==> config.mk <==
export PLATFORM = sky130hd
export DESIGN_NAME = bezier_easing_y_from_x
export DESIGN_NICKNAME = d
export VERILOG_FILES = /design/src/bzy_pkg.sv /design/src/bzy_qmul.sv /design/src/bezier_easing_y_from_x.sv
export SDC_FILE = /design/constraint.sdc
export NUM_CORES = 2
export LEC_CHECK = 0
export BUFFER_PORTS_ARGS = -buffer_cell sky130_fd_sc_hd__buf_2
export CAP_MARGIN = 20
export CORE_MARGIN = 3
export CORE_UTILIZATION = 45
export DETAILED_ROUTE_END_ITERATION = 8
export HOLD_SLACK_MARGIN = 0.03
export MAX_ROUTING_LAYER = met4
export SYNTH_ARGS = -nofsm -noshare
export SYNTH_HDL_FRONTEND = slang
export SYNTH_SLANG_ARGS = --single-unit
==> constraint.sdc <==
create_clock -name clk_i -period 18.05 [get_ports clk_i]
set_clock_uncertainty 0.1 [all_clocks]
set_input_delay 3.61 -clock clk_i [delete_from_list [all_inputs] [get_ports clk_i]]
set_output_delay 3.61 -clock clk_i [all_outputs]
set_load 0.02 [all_outputs]
==> src/bzy_pkg.sv <==
// Package for the cubic Bezier easing solver.
// Holds the Q4.15 types, the saturation function, the sequencer states and constants.
// Used by bzy_qmul and bezier_easing_y_from_x.
package bzy_pkg;

  localparam int QW       = 20;
  localparam int ACC_W    = 26;
  localparam int ITER_DEF = 12;
  localparam int TOL_W    = 11;

  typedef logic signed [QW-1:0]    q_t;
  typedef logic signed [ACC_W-1:0] acc_t;

  localparam q_t          Q_MAX      = q_t'(524287);
  localparam q_t          Q_MIN      = q_t'(-524288);
  localparam logic [15:0] ONE_Q15    = 16'd32768;
  localparam logic [TOL_W-1:0] TOL_RESET = 11'd16;
  localparam logic        REG_TOLERANCE = 1'b0;

  typedef enum logic [3:0] {
    S_IDLE,
    S_T2,
    S_T3,
    S_P0,
    S_P1,
    S_P2,
    S_CHK,
    S_F_T2,
    S_F_T3,
    S_F_A,
    S_F_B,
    S_F_C,
    S_F_D,
    S_F_E,
    S_F_Y,
    S_OUT
  } state_e;

  function automatic q_t sat_q(input acc_t v);
    q_t res;
    if (v > acc_t'(Q_MAX)) begin
      res = Q_MAX;
    end else if (v < acc_t'(Q_MIN)) begin
      res = Q_MIN;
    end else begin
      res = v[QW-1:0];
    end
    return res;
  endfunction

endpackage

==> src/bzy_qmul.sv <==
// Shared Q4.15 multiplier: product, round half up, floor shift by 15, saturation.
// Depends on bzy_pkg.
module bzy_qmul import bzy_pkg::*; (
  input  q_t a_i,
  input  q_t b_i,
  output q_t p_o
);

  logic signed [2*QW-1:0] prod;
  logic signed [2*QW:0]   rnd;

  always_comb begin
    prod = a_i * b_i;
    rnd  = (2*QW+1)'(prod) + (2*QW+1)'(16384);
    p_o  = sat_q(rnd[2*QW:15]);
  end

endmodule

==> src/bezier_easing_y_from_x.sv <==
// Cubic Bezier easing solver: maps a position x to the eased value y of the curve.
// Depends on bzy_pkg and bzy_qmul.
//
// One word is taken at a time. A word whose control points both lie on the diagonal
// goes straight from idle to the output state. Any other word is loaded, then runs
// through Newton-style corrections of t (at most ITERATIONS of them, 12 by default,
// each through states T2, T3, P0, P1, P2 and CHK) and the evaluation of y. The single
// shared 20x20 multiplier performs one multiplication per cycle under the
// sequencer. A finished result waits in the output register while the next word is taken.
module bezier_easing_y_from_x import bzy_pkg::*; #(
  parameter int ITERATIONS = ITER_DEF
) (
  input  logic        clk_i,
  input  logic        rst_ni,
  input  logic        in_valid_i,
  output logic        in_stall_o,
  input  logic [15:0] pos_x_i,
  input  logic [15:0] first_ctrl_x_i,
  input  logic [15:0] first_ctrl_y_i,
  input  logic [15:0] second_ctrl_x_i,
  input  logic [15:0] second_ctrl_y_i,
  output logic        out_valid_o,
  input  logic        out_stall_i,
  output logic [15:0] eased_y_o,
  output logic        converged_o,
  input  logic        psel,
  input  logic        penable,
  input  logic        pwrite,
  input  logic [2:0]  paddr,
  input  logic [31:0] pwdata,
  output logic [31:0] prdata,
  output logic        pready
);

  localparam int IW = $clog2(ITERATIONS + 1);

  state_e state_q, state_d;

  logic [TOL_W-1:0] tol_q;
  logic [IW-1:0]    iter_q;
  logic [15:0]      x_q;
  q_t   k0_q, k1_q, k2_q, ay_q, by_q;
  q_t   t_q, t2_q, t3_q, r_q, m_q;
  acc_t acc_q;
  logic conv_q;
  logic [15:0] y_q;
  logic out_valid_q, converged_q;
  logic [15:0] eased_y_q;

  logic in_acc, out_free, load_out, last_iter, diag;
  q_t   mul_a, mul_b, mul_p;
  q_t   f_val, tol_s, t_new, s3, y_fin;
  acc_t ax_w, bx_w;

  // Configuration port
  assign pready = 1'b1;
  always_comb begin
    prdata = '0;
    if (paddr[2] == REG_TOLERANCE) begin
      prdata = {{(32-TOL_W){1'b0}}, tol_q};
    end
  end

  always_ff @(posedge clk_i or negedge rst_ni) begin
    if (!rst_ni) begin
      tol_q <= TOL_RESET;
    end else if (psel && penable && pwrite && pready && paddr[2] == REG_TOLERANCE) begin
      tol_q <= pwdata[TOL_W-1:0];
    end
  end

  // Shared multiplier
  bzy_qmul u_qmul (
    .a_i (mul_a),
    .b_i (mul_b),
    .p_o (mul_p)
  );

  always_comb begin
    mul_a = '0;
    mul_b = '0;
    unique case (state_q)
      S_T2, S_F_T2: begin mul_a = t_q;  mul_b = t_q;  end
      S_T3, S_F_T3: begin mul_a = t2_q; mul_b = t_q;  end
      S_P0:         begin mul_a = k0_q; mul_b = t3_q; end
      S_P1:         begin mul_a = k1_q; mul_b = t2_q; end
      S_P2:         begin mul_a = k2_q; mul_b = t_q;  end
      S_F_A:        begin mul_a = t2_q; mul_b = r_q;  end
      S_F_B:        begin mul_a = m_q;  mul_b = by_q; end
      S_F_C:        begin mul_a = r_q;  mul_b = r_q;  end
      S_F_D:        begin mul_a = t_q;  mul_b = m_q;  end
      S_F_E:        begin mul_a = m_q;  mul_b = ay_q; end
      default:      begin mul_a = '0;   mul_b = '0;   end
    endcase
  end

  // Datapath arithmetic around the multiplier
  always_comb begin
    diag  = (first_ctrl_x_i == first_ctrl_y_i) && (second_ctrl_x_i == second_ctrl_y_i);
    ax_w  = $signed({{(ACC_W-16){1'b0}}, first_ctrl_x_i});
    bx_w  = $signed({{(ACC_W-16){1'b0}}, second_ctrl_x_i});
    f_val = sat_q(acc_q);
    tol_s = $signed({{(QW-TOL_W){1'b0}}, tol_q});
    t_new = sat_q(acc_t'(t_q) - acc_t'(f_val >>> 1));
    s3    = sat_q(acc_t'(m_q) + acc_t'(m_q) + acc_t'(m_q));
    y_fin = sat_q(acc_q + acc_t'(s3));
    last_iter = (iter_q == IW'(ITERATIONS - 1));
  end

  // Next state
  always_comb begin
    state_d = state_q;
    unique case (state_q)
      S_IDLE: begin
        if (in_acc) begin
          state_d = diag ? S_OUT : S_T2;
        end
      end
      S_T2:   state_d = S_T3;
      S_T3:   state_d = S_P0;
      S_P0:   state_d = S_P1;
      S_P1:   state_d = S_P2;
      S_P2:   state_d = S_CHK;
      S_CHK: begin
        if ((f_val <= tol_s) && (f_val >= -tol_s)) begin
          state_d = S_F_T2;
        end else if (last_iter) begin
          state_d = S_F_T2;
        end else begin
          state_d = S_T2;
        end
      end
      S_F_T2: state_d = S_F_T3;
      S_F_T3: state_d = S_F_A;
      S_F_A:  state_d = S_F_B;
      S_F_B:  state_d = S_F_C;
      S_F_C:  state_d = S_F_D;
      S_F_D:  state_d = S_F_E;
      S_F_E:  state_d = S_F_Y;
      S_F_Y:  state_d = S_OUT;
      S_OUT: begin
        if (out_free) begin
          state_d = S_IDLE;
        end
      end
      default: state_d = S_IDLE;
    endcase
  end

  // Handshake outputs
  always_comb begin
    in_stall_o = (state_q != S_IDLE);
    in_acc     = in_valid_i && !in_stall_o;
    out_free   = !out_valid_q || !out_stall_i;
    load_out   = (state_q == S_OUT) && out_free;
  end

  always_ff @(posedge clk_i or negedge rst_ni) begin
    if (!rst_ni) begin
      state_q <= S_IDLE;
      iter_q  <= '0;
      conv_q  <= 1'b0;
    end else begin
      state_q <= state_d;
      if (in_acc) begin
        iter_q <= '0;
        conv_q <= diag;
      end else if (state_q == S_CHK) begin
        if ((f_val <= tol_s) && (f_val >= -tol_s)) begin
          conv_q <= 1'b1;
        end else begin
          iter_q <= iter_q + IW'(1);
        end
      end
    end
  end

  always_ff @(posedge clk_i) begin
    unique case (state_q)
      S_IDLE: begin
        if (in_acc) begin
          x_q  <= pos_x_i;
          t_q  <= $signed({{(QW-16){1'b0}}, pos_x_i});
          ay_q <= $signed({{(QW-16){1'b0}}, first_ctrl_y_i});
          by_q <= $signed({{(QW-16){1'b0}}, second_ctrl_y_i});
          k0_q <= sat_q(acc_t'(acc_t'(ONE_Q15) + 3 * ax_w - 3 * bx_w));
          k1_q <= sat_q(acc_t'(3 * bx_w - 6 * ax_w));
          k2_q <= sat_q(acc_t'(3 * ax_w));
          y_q  <= (pos_x_i > ONE_Q15) ? ONE_Q15 : pos_x_i;
        end
      end
      S_T2:  t2_q  <= mul_p;
      S_T3:  t3_q  <= mul_p;
      S_P0:  acc_q <= acc_t'(mul_p) - $signed({{(ACC_W-16){1'b0}}, x_q});
      S_P1:  acc_q <= acc_q + acc_t'(mul_p);
      S_P2:  acc_q <= acc_q + acc_t'(mul_p);
      S_CHK: begin
        if (!((f_val <= tol_s) && (f_val >= -tol_s))) begin
          t_q <= t_new;
        end
      end
      S_F_T2: begin
        t2_q <= mul_p;
        r_q  <= sat_q(acc_t'(ONE_Q15) - acc_t'(t_q));
      end
      S_F_T3: t3_q <= mul_p;
      S_F_A:  m_q  <= mul_p;
      S_F_B:  m_q  <= mul_p;
      S_F_C: begin
        acc_q <= acc_t'(sat_q(acc_t'(t3_q) + acc_t'(s3)));
        m_q   <= mul_p;
      end
      S_F_D:  m_q <= mul_p;
      S_F_E:  m_q <= mul_p;
      S_F_Y: begin
        if (y_fin < 0) begin
          y_q <= '0;
        end else if (y_fin > $signed({{(QW-16){1'b0}}, ONE_Q15})) begin
          y_q <= ONE_Q15;
        end else begin
          y_q <= y_fin[15:0];
        end
      end
      S_OUT: ;
      default: ;
    endcase
  end

  // Output register
  always_ff @(posedge clk_i or negedge rst_ni) begin
    if (!rst_ni) begin
      out_valid_q <= 1'b0;
    end else if (load_out) begin
      out_valid_q <= 1'b1;
    end else if (!out_stall_i) begin
      out_valid_q <= 1'b0;
    end
  end

  always_ff @(posedge clk_i) begin
    if (load_out) begin
      eased_y_q   <= y_q;
      converged_q <= conv_q;
    end
  end

  assign out_valid_o = out_valid_q;
  assign eased_y_o   = eased_y_q;
  assign converged_o = converged_q;

  a_iter_bound: assert property (@(posedge clk_i) disable iff (!rst_ni)
    (state_q != S_IDLE) |-> (iter_q <= IW'(ITERATIONS)))
    else $error("iteration counter beyond its bound");

  a_busy_after_accept: assert property (@(posedge clk_i) disable iff (!rst_ni)
    in_acc |=> (state_q != S_IDLE))
    else $error("sequencer idle right after a word was taken");

  a_out_range: assert property (@(posedge clk_i) disable iff (!rst_ni)
    load_out |=> (eased_y_o <= ONE_Q15))
    else $error("eased value beyond one");

endmodule
==> impl_metrics.toml <==
[worst_setup_path]
path_buf_inv = 3
start_kind = "flip-flop"
cp_slowest_cell = "a222oi_1"
path_depth = 38
critPathArrivalTime_ps = 15050
crit_family = "compound AO/OA/AOI/OAI gates"
worst-setup-path-type = "reg -> reg"
worstPathMaxFanout = 21
rr_worst_depth = 38
path_common_cell = "fa_1"
crit_required_ps = 18270
critPathMaxStageDelay_ps = 860
critPathCaptureType = "flip-flop"

[timing]
slew_violations = 0
max_slew_margin_pct = 27.5
whs_ps = 315
rsz0062_at_grt = "false"
setup_violations = 0
tightest_slew_ps = 1090
period_minus_slack_ps = 14830
fin_tns_setup_ps = 0
period_share_pct = 82.2
finalHoldViolCount = 0
setup_ws_ps = 3220
fmax_mhz = 67.4

[route]
routed_via_density = 5.62
drc = 0
drt-initial-drc-count = 2947
dr.pass1.iters = 6
wire_per_inst_um = 21.1
routed_wl_um = 117000
vias = 31100
detail-route-antenna-nets = 0

[global_routing]
antenna_found_initial = 1
gr-total-overflow = 0
grt.total_usage_pct = 27.1
grt_pass1_vias = 30900
grt_pass1_wl_um = 182000
grt_start_max_net_pins = 76

[cts]
cts_made_buffers = 35
cts_tree = "yes"
cts_htree_levels = 2
clk_pin_slew_ps = 60
cts.repair.resized = 0
cts.hold.buffers_added = 0
clock-sinks = 286
cts_max_path_buffers = 3
clockRootBuffer = "clkbuf_16"
cts_post_setup_buffers_inserted = 0
clkLatencyLatePin_ps = 560

[synth]
synth_top_cell_by_area = "fa_1"
yosysUniqueCellTypes = 101
yosys_warnings = 0
synth_edf_count = 265
ys.flop_type = "edfxtp_1"
netlist_area_mm2 = 0.0387
synth_area_leaders = "fa_1 23%, edfxtp_1 21%, ha_1 11%"
ys_top_cells_by_count = "717 x inv_1, 436 x fa_1, 416 x nand2_1, 335 x ha_1, 330 x nor2_1"
ys_seq_elements = 286
post_synth.cell_area_avg_um2 = 9.05
synthMostInstantiatedCell = "inv_1"
synth_async_sr_flop_share_pct = 7.34
synthCells = 4276
synth_top_area_share_pct = 22.6
ys_seq_area_share_pct = 21.9

[final_layout]
stdcell_count = 5538
syn2layout_area_growth_pct = 8.58
fin_nets = 5272
drive_gt1_share_pct = 8.13
diodes = 0

[die]
dieWidth_um = 299
die_area_mm2 = 0.0896
start_util_pct = 45.8
fp.dieH_um = 299
fp.coreArea_mm2 = 0.0845
ios = 174
fp-row-count = 106

[place]
gp_congestion = 0.933
place_ws_ps = 3540
place_inst = 5473
io_buffers = 128
hpwlAfterDp_um = 94400

[min_path]
worstHoldPathCells = 0
hp-class = "reg -> reg"

[job]
drv_cap = 0

[run_status]
status = "finished, final reports clean"
per-stage QoR:
| step | cell area, um2 | utilization (%) |
|---|---|---|
| 3_5_place_dp | 40800 | 48.3 |
| 2_1_floorplan | 38800 | - |
| 6_report | 42000 | 49.7 |
| 3_3_place_gp | 40800 | 48.3 |
| 5_1_grt | 42000 | 49.7 |
| 4_1_cts | 42000 | 49.7 |
cell families (layout without fill, tap and decap cells):
logic type / Yosys count / after routing / share of synthesized area [%]
and+or+nand+nor: 1186 / 1186 / 14.5
buffers and inverters: 894 / 1002 / 8.99
AOI/OAI and AO/OA: 884 / 884 / 15.4
adders and majority gates: 771 / 771 / 33.4
DFF: 286 / 286 / 21.9
xor gates and xnor gates: 228 / 228 / 5.18
muxes: 25 / 25 / 0.689
other: 2 / 22 / 0.0194
flip-flops by register name, indices dropped and copies added, names as in the netlist, 4 cells and up:
| name | flops |
|---|---|
| k1_q | 20 |
| t_q | 20 |
| acc_q | 26 |
| t2_q | 20 |
| x_q | 16 |
| by_q | 16 |
| r_q | 20 |
| state_q | 4 |
| m_q | 20 |
| y_q | 16 |
| t3_q | 20 |
| ay_q | 16 |
| tol_q | 11 |
| k2_q | 18 |
| iter_q | 4 |
| k0_q | 20 |
| eased_y_o | 16 |
layout make-up:
class                           count  area, um2
Fill cell                        7987      42500
Multi-Input combinational cell   3116      26900
Sequential cell                   286       8480
Inverter                          717       2690
Tap cell                         1134       1420
Timing Repair Buffer              223       1350
Clock buffer                       43        927
Clock inverter                     19        235
path summary, 6_finish.rpt:
kind / start / to / slack [ps]
worst min register to register: y_q[15] / eased_y_o[15] / 320
max in group asynchronous: rst_ni / tol_q[4] / 14570
worst max-delay path: state_q[1] / acc_q[21] / 3220
worst min-delay path: y_q[15] / eased_y_o[15] / 320
min in group asynchronous: rst_ni / tol_q[9] / 2930
worst max register to register: state_q[1] / acc_q[21] / 3220
per-layer routing:
metal	share of wire, %	vias to the layer above	GRT usage [%]	routed length (um)
met2	46	1147	42.2	53200
met4	3.2	0	7.75	3700
met3	7.1	177	3.07	8270
li1	-	14500	-	-
met1	44	15300	37.5	51600
met5	0	-	-	0
placed cells by master (no fill, tap or decap), types with 22 or more instances in the layout:
cell type | Yosys | final
conb_1 | 2 | 22
a211oi_1 | 24 | 23
ha_1 | 335 | 335
edfxtp_1 | 265 | 265
clkbuf_16 | 0 | 36
buf_2 | 14 | 129
or2_2 | 23 | 23
xor2_1 | 64 | 64
o21a_1 | 65 | 65
a21oi_1 | 240 | 233
nor2b_1 | 35 | 35
buf_4 | 22 | 93
o21bai_1 | 43 | 43
and2_1 | 36 | 36
o21ai_0 | 135 | 134
nor3_1 | 58 | 57
nor2_1 | 330 | 328
nand2b_1 | 50 | 50
a22oi_1 | 73 | 73
nand4_1 | 47 | 47
a21o_1 | 93 | 93
xnor2_1 | 163 | 163
nand3_1 | 54 | 54
fa_1 | 436 | 436
a31oi_1 | 33 | 32
nand2_1 | 416 | 416
inv_1 | 717 | 716
and3_1 | 26 | 26
Power is left out: the tool's default activity adds up to more than one toggle a clock period on the data nets, which glitch-free logic cannot reach.
